==> src/design/isort_pkg.sv <==
// Shared types and constants for the insertion sorter.
`timescale 1ns / 1ps
package isort_pkg;

   // Number of sorting cells (store capacity), 1 to 64.
   localparam int SIZE = 16;
   localparam int VALUE_W = 32;

   typedef struct packed {
      logic signed [VALUE_W-1:0] value;
      logic                      last_item;
   } req_type;

   typedef struct packed {
      logic signed [VALUE_W-1:0] sorted_value;
      logic                      end_of_set;
      logic                      overflow;
   } rsp_type;

   // Broadcast control from the sequencer to every cell.
   typedef struct packed {
      logic load;        // insert new_value this cycle
      logic shift;       // move contents one cell toward cell 0
      logic descending;  // ordering used for the comparison
   } cell_ctrl_type;

endpackage

==> src/design/isort_cell.sv <==
// One compare-and-shift cell of the insertion sorter chain.
`timescale 1ns / 1ps
module isort_cell (
   input  logic                                 clock,
   input  logic                                 reset,
   input  isort_pkg::cell_ctrl_type             ctrl,
   input  logic signed [isort_pkg::VALUE_W-1:0] new_value,
   input  logic signed [isort_pkg::VALUE_W-1:0] left_value,
   input  logic                                 left_occ,
   input  logic                                 left_ins,
   input  logic signed [isort_pkg::VALUE_W-1:0] right_value,
   input  logic                                 right_occ,
   input  logic                                 right_ins,
   output logic signed [isort_pkg::VALUE_W-1:0] value,
   output logic                                 occ,
   output logic                                 ins
);
   import isort_pkg::*;

   logic signed [VALUE_W-1:0] value_ff, value_in;
   logic                      occ_ff, occ_in;
   logic                      precedes;

   // Strict compare: equal keys go behind the stored one.
   assign precedes = ctrl.descending ? (new_value > value_ff) : (new_value < value_ff);
   // An empty cell always counts as the insertion point or beyond it. An occupied
   // cell is at or past the insertion point only if the new value precedes it and
   // every occupied cell to its right, so the chain stays exact even when the
   // order was changed in the middle of a set.
   assign ins = !occ_ff || (precedes && right_ins);

   always_comb begin
      value_in = value_ff;
      occ_in   = occ_ff;
      if (ctrl.load && ins) begin
         value_in = left_ins ? left_value : new_value;
         occ_in   = occ_ff || left_occ;
      end else if (ctrl.shift) begin
         value_in = right_value;
         occ_in   = right_occ;
      end
   end

   always_ff @(posedge clock) begin
      value_ff <= value_in;
      if (reset) begin
         occ_ff <= 1'b0;
      end else begin
         occ_ff <= occ_in;
      end
   end

   assign value = value_ff;
   assign occ   = occ_ff;

endmodule

==> src/design/insertion_sorter.sv <==
// Top level of the insertion sorter: cell chain, sequencer and result register.
`timescale 1ns / 1ps
// Insertion sorter. Signed 32-bit values arrive one transaction at a time on
// the req_ channel and are inserted into a chain of SIZE cells (isort_pkg)
// that always holds the current set in sorted order; csr_write_data selects
// ascending (0) or descending (1) order for later insertions. On loading,
// every cell compares the new value in parallel, the insertion point is the
// start of the trailing run of stored values that the new value strictly
// precedes, and the cells from there on move one place toward the end, so
// back-to-back input is accepted while the set is being built. Equal values
// keep arrival order. Values that arrive while all cells are full are dropped
// and the overflow bit is set on every result of that set. Once the value
// marked last_item is taken, req_ready falls and the chain drains from cell 0
// through a single output register at one result per cycle (as rsp_ready
// allows); end_of_set marks the final result, after which the chain is empty
// and req_ready returns. A transaction can be accepted while the final result
// of the previous set still waits in the output register.
module insertion_sorter (
   input  logic                clock,
   input  logic                reset,
   input  logic                req_valid,
   output logic                req_ready,
   input  isort_pkg::req_type  req_payload,
   output logic                rsp_valid,
   input  logic                rsp_ready,
   output isort_pkg::rsp_type  rsp_payload,
   input  logic                csr_write_enable,
   input  logic                csr_write_data
);
   import isort_pkg::*;

   localparam logic ST_LOAD  = 1'b0;
   localparam logic ST_DRAIN = 1'b1;

   logic          state_ff, state_in;
   logic          descending_ff, descending_in;
   logic          dropped_ff, dropped_in;
   logic          rsp_valid_ff, rsp_valid_in;
   rsp_type       rsp_ff, rsp_in;

   cell_ctrl_type ctrl;
   logic          req_accept;
   logic          full;
   logic          pop;
   logic          pop_last;

   // Cell taps; index SIZE is the empty position past the end of the chain.
   logic signed [VALUE_W-1:0] cell_value [0:SIZE];
   logic [SIZE:0]             cell_occ;
   logic [SIZE:0]             cell_ins;

   assign cell_value[SIZE] = '0;
   assign cell_occ[SIZE]   = 1'b0;
   assign cell_ins[SIZE]   = 1'b1;

   genvar gi;
   generate
      for (gi = 0; gi < SIZE; gi++) begin : g_cell
         logic signed [VALUE_W-1:0] left_value;
         logic                      left_occ;
         logic                      left_ins;
         if (gi == 0) begin : g_head
            // Head cell: nothing to its left ever moves in.
            assign left_value = req_payload.value;
            assign left_occ   = 1'b1;
            assign left_ins   = 1'b0;
         end else begin : g_body
            assign left_value = cell_value[gi-1];
            assign left_occ   = cell_occ[gi-1];
            assign left_ins   = cell_ins[gi-1];
         end
         isort_cell u_cell (
            .clock       (clock),
            .reset       (reset),
            .ctrl        (ctrl),
            .new_value   (req_payload.value),
            .left_value  (left_value),
            .left_occ    (left_occ),
            .left_ins    (left_ins),
            .right_value (cell_value[gi+1]),
            .right_occ   (cell_occ[gi+1]),
            .right_ins   (cell_ins[gi+1]),
            .value       (cell_value[gi]),
            .occ         (cell_occ[gi]),
            .ins         (cell_ins[gi])
         );
      end
   endgenerate

   assign req_ready  = (state_ff == ST_LOAD);
   assign req_accept = req_valid && req_ready;
   assign full       = cell_occ[SIZE-1];

   // Pop cell 0 into the output register whenever it is free or being taken.
   assign pop      = (state_ff == ST_DRAIN) && (!rsp_valid_ff || rsp_ready);
   assign pop_last = pop && !cell_occ[1];

   always_comb begin
      ctrl.load       = req_accept && !full;
      ctrl.shift      = pop;
      ctrl.descending = descending_ff;
   end

   always_comb begin
      state_in      = state_ff;
      descending_in = descending_ff;
      dropped_in    = dropped_ff;
      rsp_valid_in  = rsp_valid_ff;
      rsp_in        = rsp_ff;

      if (csr_write_enable) begin
         descending_in = csr_write_data;
      end

      case (state_ff)
         ST_LOAD: begin
            if (req_accept) begin
               if (full) begin
                  dropped_in = 1'b1;
               end
               if (req_payload.last_item) begin
                  state_in = ST_DRAIN;
               end
            end
         end
         ST_DRAIN: begin
            if (pop_last) begin
               state_in   = ST_LOAD;
               dropped_in = 1'b0;
            end
         end
         default: begin
            state_in = ST_LOAD;
         end
      endcase

      if (pop) begin
         rsp_valid_in        = 1'b1;
         rsp_in.sorted_value = cell_value[0];
         rsp_in.end_of_set   = !cell_occ[1];
         rsp_in.overflow     = dropped_ff;
      end else if (rsp_ready) begin
         rsp_valid_in = 1'b0;
      end
   end

   always_ff @(posedge clock) begin
      rsp_ff <= rsp_in;
      if (reset) begin
         state_ff      <= ST_LOAD;
         descending_ff <= 1'b0;
         dropped_ff    <= 1'b0;
         rsp_valid_ff  <= 1'b0;
      end else begin
         state_ff      <= state_in;
         descending_ff <= descending_in;
         dropped_ff    <= dropped_in;
         rsp_valid_ff  <= rsp_valid_in;
      end
   end

   assign rsp_valid   = rsp_valid_ff;
   assign rsp_payload = rsp_ff;

   // Occupied cells always form an unbroken run starting at cell 0.
   a_occ_prefix: assert property (@(posedge clock) disable iff (reset)
      ((cell_occ + 1'b1) & cell_occ) == '0)
      else $error("cell occupancy is not contiguous");

   // A set never drains from an empty chain.
   a_drain_nonempty: assert property (@(posedge clock) disable iff (reset)
      (state_ff == ST_DRAIN) |-> cell_occ[0])
      else $error("draining with cell 0 empty");

   // The last transaction of a set closes the input until the set is emitted.
   a_last_blocks: assert property (@(posedge clock) disable iff (reset)
      (req_accept && req_payload.last_item) |=> !req_ready)
      else $error("input still open after last item");

   // After the final result is popped the chain is empty and overflow cleared.
   a_set_done: assert property (@(posedge clock) disable iff (reset)
      pop_last |=> (cell_occ == '0) && !dropped_ff && rsp_valid && rsp_payload.end_of_set)
      else $error("chain not emptied at end of set");

endmodule
==> config.mk <==
export PLATFORM = sky130hd
export DESIGN_NAME = insertion_sorter
export DESIGN_NICKNAME = d
export VERILOG_FILES = /design/src/design/isort_pkg.sv /design/src/design/isort_cell.sv /design/src/design/insertion_sorter.sv
export SDC_FILE = /design/constraint.sdc
export NUM_CORES = 2
export LEC_CHECK = 0
export BUFFER_PORTS_ARGS = -buffer_cell sky130_fd_sc_hd__buf_2
export CAP_MARGIN = 15
export CELL_PAD_IN_SITES_DETAIL_PLACEMENT = 0
export CELL_PAD_IN_SITES_GLOBAL_PLACEMENT = 2
export CORE_UTILIZATION = 30
export DETAILED_ROUTE_END_ITERATION = 6
export PLACE_DENSITY_LB_ADDON = 0.1
export SYNTH_ARGS = -nofsm -noshare
export SYNTH_HDL_FRONTEND = slang
export SYNTH_SLANG_ARGS = --single-unit
==> constraint.sdc <==
create_clock -name clock -period 8.3 [get_ports clock]
set_input_delay 0.415 -clock clock [delete_from_list [all_inputs] [get_ports clock]]
set_output_delay 0.415 -clock clock [all_outputs]
set_load 0.005 [all_outputs]
Yosys cells after proc, flatten, opt, wreduce, memory -nomap -nowiden
Index checks and enable logic that the tools add are counted.
- register bits: 566
- latch bits: 0
- memory bits (writable): 0
- memory bits (read-only): 0
- bits of input ports: 39
- output and inout bits: 36
- memories: 0
- add/subtract/negate cells: 0
- $mul: 0
- divide/modulo/power cells: 0
- order comparisons: 32
- equal/unequal tests: 3
- shift operators: 0
- multiplexer cells: 105
- bitwise logic cells: 1
- reductions and logical operators: 102
- operators with widths (operator ; count):
    32-bit 2-to-1 mux ; 47
    32-bit greater-than comparator ; 16
    32-bit less-than comparator ; 16
    1-bit 2-to-1 mux ; 56
    1-bit logical AND ; 35
    2-bit nonzero test ; 17
    1-bit logical OR ; 32
    1-bit logical NOT ; 17
    2-bit by 1-bit != test with 1-bit output, second input constant ; 3
    1-bit case mux with 2 select lines ; 2
    3-bit AND reduction ; 1
    1-bit NOT ; 1

Logic depth before layout (Yosys ltp)
- depth in word-level cells: 35
- mapped depth: 19

By module
From an unflattened synthesis, not the netlist that was laid out.
- cell total of the unflattened synthesis: 6984
- area, all modules: 60450.5 µm²
- modules (own cells, without submodules) (module ; times used ; cells an instance ; area an instance (µm²) ; sequential area each (µm²)):
    isort_cell ; 16 ; 433 ; 3702.3 ; 980.9
    insertion_sorter ; 1 ; 56 ; 1213.7 ; 1101.1

Worst setup path before layout
Ideal clock, no wire load.
- kind: input port to flip-flop
- from: in req_payload[1] (netlist name)
- to: reg g_cell[12].u_cell.value_ff[0] (enable)
- library setup time: 0.389 ns
- data arrival time: 4.816 ns
- data required time: 7.911 ns
- slack: 3.095 ns
- cell stages on the path: 17
- path through: clkbuf_1 -> clkinv_1 -> ha_1 -> nor2b_1 -> o211ai_1 -> a211oi_1 -> o41ai_1 -> a22oi_1 -> mux2_2 -> o21ai_1 -> o21ai_0 -> a22o_1 -> clkbuf_1 -> nand2b_1 -> clkbuf_1 -> clkbuf_1 -> nand2_1
- cells in the longest elaborated chain, start to end: 11
- elaborated cells on any way between the ends: 21
- those cells by class: order compare: 8; mux: 4; reduce/logical: 9
- RTL lines (item ; RTL line ; source):
    start: declaration ; insertion_sorter.sv:23 ; input isort_pkg::req_type req_payload,
    32-bit less-than comparator or 32-bit greater-than comparator (tied branches) ; isort_cell.sv:25 ; assign precedes = ctrl.descending ? (new_value > value_ff) : (new_value < value_ff);
    1-bit 2-to-1 mux ; isort_cell.sv:25 ;
    1-bit logical OR ; isort_cell.sv:30 ; assign ins = !occ_ff || (precedes && right_ins);
    1-bit logical AND ; isort_cell.sv:30 ;
    1-bit logical OR ; isort_cell.sv:30 ;
    1-bit logical AND ; isort_cell.sv:30 ;
    1-bit logical OR ; isort_cell.sv:30 ;
    1-bit logical AND * ; isort_cell.sv:30 ;
    1-bit logical OR * ; isort_cell.sv:30 ;
    1-bit logical AND * ; isort_cell.sv:35 ; if (ctrl.load && ins) begin
    2-bit nonzero test (no source line) * ; n/a ;
    end signal: assignment ; isort_cell.sv:45 ; value_ff <= value_in;
    end: declaration ; isort_cell.sv:20 ; logic signed [VALUE_W-1:0] value_ff, value_in;
Every way passes the cells marked *; elsewhere a longest branch is shown, timed or not.
A chain may end at the register's enable or synchronous reset.

Worst setup path in the final report
- from: reg g_cell[14].u_cell.value_ff[27]
- to: reg g_cell[0].u_cell.value_ff[11] (enable)
- cells in the longest elaborated chain, start to end: 34
- elaborated cells on any way between the ends: 35
- those cells by class: order compare: 2; mux: 1; reduce/logical: 32
- RTL lines (item ; RTL line):
    start: declaration ; isort_cell.sv:20
    start signal: assignment ; isort_cell.sv:45
    32-bit less-than comparator or 32-bit greater-than comparator (tied branches) ; isort_cell.sv:25
    1-bit 2-to-1 mux * ; isort_cell.sv:25
    1-bit logical AND * ; isort_cell.sv:30
    1-bit logical OR * ; isort_cell.sv:30
    1-bit logical AND * ; isort_cell.sv:30
    1-bit logical OR * ; isort_cell.sv:30
    1-bit logical AND * ; isort_cell.sv:30
    1-bit logical OR * ; isort_cell.sv:30
    [... 18 more ...] ; n/a
    1-bit logical AND * ; isort_cell.sv:30
    1-bit logical OR * ; isort_cell.sv:30
    1-bit logical AND * ; isort_cell.sv:30
    1-bit logical OR * ; isort_cell.sv:30
    1-bit logical AND * ; isort_cell.sv:30
    1-bit logical OR * ; isort_cell.sv:30
    1-bit logical AND * ; isort_cell.sv:35
    2-bit nonzero test (no source line) * ; n/a
    end signal: assignment ; isort_cell.sv:45
    end: declaration ; isort_cell.sv:20
Marks and branches as above.

==> flow_summary.ini <==
[worst_hold_path]
min_from = csr_write_data
hp-class = in2reg

[synthesis]
synthArstFlopShare = 0
synth_top_area_frac = 0.396
synth_top_area_cell = edfxtp_1
synth_most_common_cell = edfxtp_1
yosys_warnings = 0
synth_edf_count = 546
ys_dominant_reg_cell = edfxtp_1
synthTopCellsByCount = 546 x edfxtp_1, 526 x inv_1, 512 x ha_1, 483 x mux2i_1, 468 x a21oi_1
synth_seq_cells = 566
synth_fp_nets = 4778
synthCells = 4227
yosys-top-cells-area = edfxtp_1 40%, ha_1 15%, mux2i_1 12%
syn_area_sq_um = 41400
ys_types = 73
ys_seq_area_frac = 0.405
syn_avg_cell_area_sq_um = 9.81

[routing]
routedWlPerCell_um = 23.7
num_vias = 31887
routed_wl_um = 145000
dr.pass1.iters = 5
final_antenna_net_count = 0
vias_per_cell = 5.20
drt_iter0_drc = 2004
drc_errors = 0

[setup_path]
rrSetupSlack_ps = 1820
crit_path_frequent_cell = nor4_2
r2r-start = g_cell[14].u_cell.value[27]$_DFFE_PP_
cp_max_fo = 32
cp.arrival_ps = 6860
critical-path-max-stage-delay_ps = 930
cpMaxStageDelayCell = nor4_1
critical_path_buf_inv_count = 3
startpoint = g_cell[14].u_cell.value[27]$_DFFE_PP_
crit_path_cell_trace = inv_1, ha_1, nand4_1, nor4_1, o41ai_1, a22oi_1, mux2_2, o211a_1, nor4_2, nor4_2, o311ai_4, buf_4, nand3_4, nand2_1, buf_12
critPathKind = reg2reg
cp_top_family = simple AND/OR/NAND/NOR gates
required_ps = 8680
start_kind = register
end_kind = register

[timing]
rsz0062_at_grt = false
fin_setup_tns_ps = 0
relSlewSlack = 0.225
worst_pin_slew_ps = 1150
period_needed_ps = 6480
final_hold_viol_count = 0
finalClockSkew_ps = 33.0
setup_viol = 0
min_period_over_period = 0.781
fin_hold_ws_ps = 98.4
max_freq_ghz = 0.154
finalMaxSlewViolations = 0

[placement]
gp_congestion = 0.806
portBuffers = 74
dp_hpwl_um = 109000

[clocking]
clk_latency_ps = 680
cts.clk_slew.worst_paths_ps = 50
cts_root_buf = clkbuf_16
cts_buffers = 80
cts_post_setup_buffers_inserted = 0
cts_resized = 0
cts_tree = built
clkSinkCount = 566
ctsHoldBuffers = 2
cts_max_path_buffers = 3
htreeDepth = 3

[floorplan]
io_pins = 75
num_rows = 136
start_util = 0.302
die_h_um = 374
die-area_sq_um = 140000
core_sq_um = 137000
fp.dieW_um = 374

[layout]
n_fill_cell = 14203
regArea_sq_um = 16800
drive_above_1_share = 0.0804
syn_to_final_growth_pct = 12.5
multi_input_area_sq_um = 21900
fin_nets = 4817

[pwr]
irDropWorstVdd_mv = 0.150
switchingPower_uw = 4920
power_frac_comb = 0.361
clkPwrFrac = 0.265
p_leak_uw = 0.0220
seqPwrFrac = 0.374
p_per_area_nw_per_um2 = 275
intPower_uw = 7920
switching_share = 0.383

[run_status]
status = finished, final reports clean

[grt]
grt_pass1_wl_um = 218000
grt_remaining_overflow = 0
antenna_found_initial = 4
grt_max_degree = 78
grt_util_all_layers = 0.206
grt_pass1_vias = 32567

[flow_run]
drv_cap = 0
per-stage QoR:
stage | setup WS (ps) | total power, uW | instance area, sq um | utilization | instances
final | 1820 | 12800 | 46600 | 0.340 | 6127
after global routing | 1570 | 13800 | 46600 | 0.340 | 6123
after CTS | 1840 | 13000 | 46600 | 0.339 | 6121
after detailed placement | 1300 | 9530 | 44100 | 0.321 | 5974
after global placement | 1320 | 9530 | 44100 | 0.321 | 5974
after floorplan | 3090 | 7810 | 41400 | - | 4227
final timing paths:
| path | cells after the start | endpoint |
|---|---|---|
| setup / recovery | 15 | g_cell[0].u_cell.value[11]$_DFFE_PP_ |
| hold / removal | 3 | descending_ff$_SDFFE_PP0P_ |
| setup reg to reg | 15 | g_cell[0].u_cell.value[11]$_DFFE_PP_ |
| hold reg to reg | 0 | rsp_payload[17]$_DFFE_PP_ |
metal layers:
metal,share of wire,track usage,wire length (um)
met1,0.51,0.310,74900
met2,0.44,0.315,63700
met3,0.034,0.0218,4950
met4,0.013,0.0413,1850
met5,0.000089,0,13
sequential cells by signal, summed over array words and instances (netlist names):
name / cells
descending_ff: 1
state_ff: 1
rsp_valid: 1
g_cell.u_cell.occ: 16
g_cell.u_cell.value: 512
dropped_ff: 1
rsp_payload: 34
power by group through the flow:
| stage | clock network [uW] | logic (uW) | registers [uW] |
|---|---|---|---|
| after floorplan | 0 | 3250 | 4570 |
| after global placement | 0 | 4650 | 4880 |
| after detailed placement | 0 | 4650 | 4880 |
| after CTS | 3520 | 4670 | 4830 |
| after global routing | 3600 | 5260 | 4910 |
| final | 3400 | 4640 | 4800 |
placed cells by master, fill, tap and decap left out, drive strengths merged, types with 18 or more instances in the layout:
cell type	synthesis	layout
o21ai	246	246
clkbuf	158	104
a311oi	39	39
inv	526	530
nand4	80	80
mux2	44	44
edfxtp	546	546
a22oi	32	32
nor2	301	301
nand3	88	88
o21a	18	18
nand2	209	209
nor2b	26	26
buf	64	176
a21o	48	48
o211ai	24	24
a21oi	468	468
mux2i	483	483
dfxtp	20	20
nor3	43	43
a211oi	32	32
clkinv	1	31
ha	512	512
nand2b	18	18
worst reg2reg max path, cell delays in order (launching register included):
cell	delay [ps]
edfxtp_1	380
inv_1	60
ha_1	320
nand4_1	270
nor4_1	930
o41ai_1	420
a22oi_1	400
mux2_2	420
o211a_1	330
nor4_2	660
nor4_2	220
o311ai_4	310
buf_4	470
nand3_4	130
nand2_1	570
buf_12	270
layout make-up:
cell class / count / share of cell area
antenna: 4 / 0.000215
timing repair buffer: 179 / 0.0258
multi-input combinational: 2912 / 0.470
inverter: 527 / 0.0424
clock inverter: 41 / 0.00740
clock buffer: 104 / 0.0457
tap: 1794 / 0.0481
sequential: 566 / 0.360
kinds of logic after synthesis:
logic type / after synthesis / share of synthesized area
and+or+nand+nor: 842 / 0.0939
adders and majority gates: 512 / 0.155
DFF: 566 / 0.405
muxes: 527 / 0.129
buffers and inverters: 749 / 0.0698
AOI/OAI and AO/OA: 1027 / 0.147
xor gates and xnor gates: 4 / 0.000845
No activity file was read; power rests on OpenSTA's default activity.
